### src/sv/pgf_isqrt.sv
// Pipelined integer square root, one result bit per register stage.
// Standalone; no package dependency.
module pgf_isqrt #(
   parameter int IN_W = 66
) (
   input  logic                clock,
   input  logic                en,
   input  logic [IN_W-1:0]     radicand,
   output logic [IN_W/2-1:0]   root
);

   localparam int OUT_W = IN_W / 2;
   localparam int RW    = OUT_W + 3;

   logic [RW-1:0]    rem_ff   [OUT_W];
   logic [RW-1:0]    rem_in   [OUT_W];
   logic [OUT_W-1:0] root_ff  [OUT_W];
   logic [OUT_W-1:0] root_in  [OUT_W];
   logic [IN_W-1:0]  src_ff   [OUT_W];
   logic [IN_W-1:0]  src_in   [OUT_W];
   logic [RW-1:0]    prem     [OUT_W];
   logic [OUT_W-1:0] proot    [OUT_W];
   logic [IN_W-1:0]  psrc     [OUT_W];
   logic [RW-1:0]    rem_sh   [OUT_W];
   logic [RW-1:0]    trial    [OUT_W];

   always_comb begin
      for (int j = 0; j < OUT_W; j++) begin
         if (j == 0) begin
            prem[j]  = '0;
            proot[j] = '0;
            psrc[j]  = radicand;
         end else begin
            prem[j]  = rem_ff[j-1];
            proot[j] = root_ff[j-1];
            psrc[j]  = src_ff[j-1];
         end
         rem_sh[j] = {prem[j][RW-3:0], psrc[j][IN_W-1 -: 2]};
         trial[j]  = RW'({proot[j], 2'b01});
         if (rem_sh[j] >= trial[j]) begin
            rem_in[j]  = rem_sh[j] - trial[j];
            root_in[j] = {proot[j][OUT_W-2:0], 1'b1};
         end else begin
            rem_in[j]  = rem_sh[j];
            root_in[j] = {proot[j][OUT_W-2:0], 1'b0};
         end
         src_in[j] = psrc[j] << 2;
      end
   end

   always_ff @(posedge clock) begin
      if (en) begin
         for (int j = 0; j < OUT_W; j++) begin
            rem_ff[j]  <= rem_in[j];
            root_ff[j] <= root_in[j];
            src_ff[j]  <= src_in[j];
         end
      end
   end

   assign root = root_ff[OUT_W-1];

endmodule

### config.mk
export PLATFORM = sky130hd
export DESIGN_NAME = pgf_isqrt
export DESIGN_NICKNAME = d
export VERILOG_FILES = /design/src/sv/pgf_isqrt.sv
export SDC_FILE = /design/constraint.sdc
export NUM_CORES = 2
export LEC_CHECK = 0
export ABC_CLOCK_PERIOD_IN_PS = 4700
export BUFFER_PORTS_ARGS = -buffer_cell sky130_fd_sc_hd__buf_2
export CORE_MARGIN = 2
export CORE_UTILIZATION = 30
export DETAILED_ROUTE_END_ITERATION = 12
export PLACE_DENSITY = 0.46
export SKIP_CTS_REPAIR_TIMING = 1
export SYNTH_ARGS = -nofsm -noshare
export SYNTH_HDL_FRONTEND = slang
export SYNTH_MEMORY_MAX_BITS = 65536
export SYNTH_SLANG_ARGS = --single-unit
### constraint.sdc
create_clock -name clock -period 4.7 [get_ports clock]
set_input_delay 0.94 -clock clock [delete_from_list [all_inputs] [get_ports clock]]
set_output_delay 0.94 -clock clock [all_outputs]
set_load 0.05 [all_outputs]
==> results.cfg <==
[timing]
fin_crit_ns = 4.01
drv_slew = 0
rsz0062_at_grt = no
timing_hold_violations_final = 0
setup_tns_ns = 0
skew_ns = 0.0558
tightest_slew_ns = 1.10
finalCritPeriodShare_pct = 85.2
slew_headroom_pct = 27.0
fmax_mhz = 250
setup_viol = 0

[run_status]
status = complete, no violations

[die]
pin_count = 101
fp.dieW_um = 646
core-area_sq_um = 410000
fp.dieH_um = 646
rows = 235
die_area_sq_um = 417000
start_util_pct = 30.2

[worst_setup_path]
crit_fanout = 14
end_kind = flop
crit_arrival_ns = 4.65
startpoint_type = flop
path_class = reg2reg
worstPathRequired_ns = 5.34

[yosys]
synth_area_sq_um = 124000
netlist.area_leader.share_pct = 64.4
postSynthAreaPerCell_sq_um = 12.9
syn_inst = 9565
syn-num-nets = 10229
synth_cell_type_count = 91
ys_seq_elements = 2654
ys_seq_area_share_pct = 64.4
synth.area.top_cells = edfxtp_1, ha_1, xor2_1, xnor2_1, inv_1
synth_edf_count = 2654
synth-main-ff-cell = edfxtp_1
yosysTopAreaCell = edfxtp_1
async_reset_ff_share_pct = 0
yosysWarnings = 0

[pwr]
power_per_cell_area_nw_per_um2 = 503
pwr-share-comb_pct = 21.2
ir_drop_mv = 0.266
power_frac_clock_pct = 33.5
p_switching_w = 0.0207
p_sw_share_pct = 29.0
internal_power_w = 0.0506
p_seq_share_pct = 45.3
total_leakage_power_nw = 53.1

[placed_design]
hpwl_um = 198000
place.gp.congestion = 0.855
portBuffers = 100
dpl.cell_count = 15047

[route]
dr.pass1.iters = 8
wl_um = 276000
viasPerCell = 4.72
drtIter0Drc = 5283
wl_per_cell_um = 17.7
num_vias = 73624
antenna_left = 0
route.detailed.drc = 0

[clocking]
htree_num_levels = 5
worstSkewPairLatency_ns = 0.91
cts_sinks = 2654
cts_root_buffer = clkbuf_16
cts_tree = built
clk_pin_slew_ns = 0.06
clk_path_buf_depth = 4
cts_buffers = 317

[global_routing]
grt_pass1_wl_um = 431000
grt_antenna_before_repair = 4
grt-ovfl-total = 0
grt_pass1_vias = 74063
grt_max_degree = 167
grt.total_usage_pct = 12.9

[final_layout]
num-fill-cells = 39832
regArea_sq_um = 79700
multi_input_area_sq_um = 40500
mostFrequentLayoutCells = edfxtp_1, inv_1, nand2_1
area_growth_pct = 14.5
instances_no_fill = 15614
final_common_cell = edfxtp_1
drive_above_1_share_pct = 8.06
nets = 10579

[hold_path]
hold_class = in2reg

[flow_run]
maxCapViolations = 0
[per-layer routing]
metal  wire, um  track usage (%)  vias up
met4       9680             4.58        2
met5         13                0        -
met1     129000             17.3    35550
met3       9650             1.73      524
met2     128000             21.4     1326
li1           -                -    36222
[cell usage after synthesis (105+ instances only)]
cell      count
o21ai_0     534
nor2_1      552
o21a_1      105
xor2_1      452
a21o_1      274
inv_1       761
xnor2_1     433
nand3_1     163
nand4_1     115
clkbuf_1    156
nand2_1     671
nor3_1      234
nor4_1      134
a21oi_1     568
ha_1        596
edfxtp_1   2654
[critical path: stages, from the launching register on]
cell and delay, ns:
edfxtp_1 0.44, or4_1 0.58, or3_4 0.37, or4_1 0.46
or3_1 0.40, or4b_1 0.82, nand3_2 0.19, or2_1 0.24
nor4_1 0.10, xor2_1 0.14
[through the flow]
step	area (sq um)	setup WS (ns)	util (%)	total power, W	hold WS [ns]
final	142000	0.695	34.5	0.0712	0.199
after global routing	142000	0.373	34.5	0.0753	0.111
after CTS	142000	0.668	34.5	0.0724	0.0753
after detailed placement	132000	0.694	32.1	0.0478	0.405
after global placement	132000	0.671	32.1	0.0477	0.400
after floorplan	124000	1.21	-	0.0428	0.400
[sequential cells by signal (all words and copies together), names as in the netlist]
name / count
src_ff: 1056
rem_ff: 1037
root_ff: 561
[cells by family (layout without fill, tap and decap cells)]
kind of cell	Yosys count	after routing	share of synthesized area, %
AOI/OAI and AO/OA	1959	1959	9.85
other	1	5	0.00303
DFF	2654	2654	64.4
buffers and inverters	941	1535	2.87
and+or+nand+nor	2437	2437	9.72
xor gates and xnor gates	885	885	6.27
adders and majority gates	596	596	6.03
muxes	92	92	0.832
[power by group through the flow]
stage | Sequential (W) | Clock (W) | Combinational (W)
2_1_floorplan | 0.0318 | 0 | 0.0110
3_3_place_gp | 0.0328 | 0 | 0.0149
3_5_place_dp | 0.0328 | 0 | 0.0150
4_1_cts | 0.0323 | 0.0249 | 0.0151
5_1_grt | 0.0326 | 0.0258 | 0.0169
6_report | 0.0323 | 0.0239 | 0.0151
[final timing paths]
kind | start | endpoint | slack, ns | cells after the start
max | rem_ff[0][94] | rem_ff[0][139] | 0.69 | 9
min | radicand[56] | src_ff[0][56] | 0.20 | 1
max reg2reg | rem_ff[0][94] | rem_ff[0][139] | 0.69 | 9
min reg2reg | src_ff[0][793] | src_ff[0][859] | 0.40 | 0
[area by class of cell]
class	count	area share, %
flip-flops and latches	2654	56.3
multi-input cells	5970	28.6
diodes	4	0.00707
well taps	5451	4.82
repair buffers	207	1.15
clock buffers	387	5.85
inverters	765	2.03
clock inverters	176	1.22
Power figures use the tool's default switching activity.
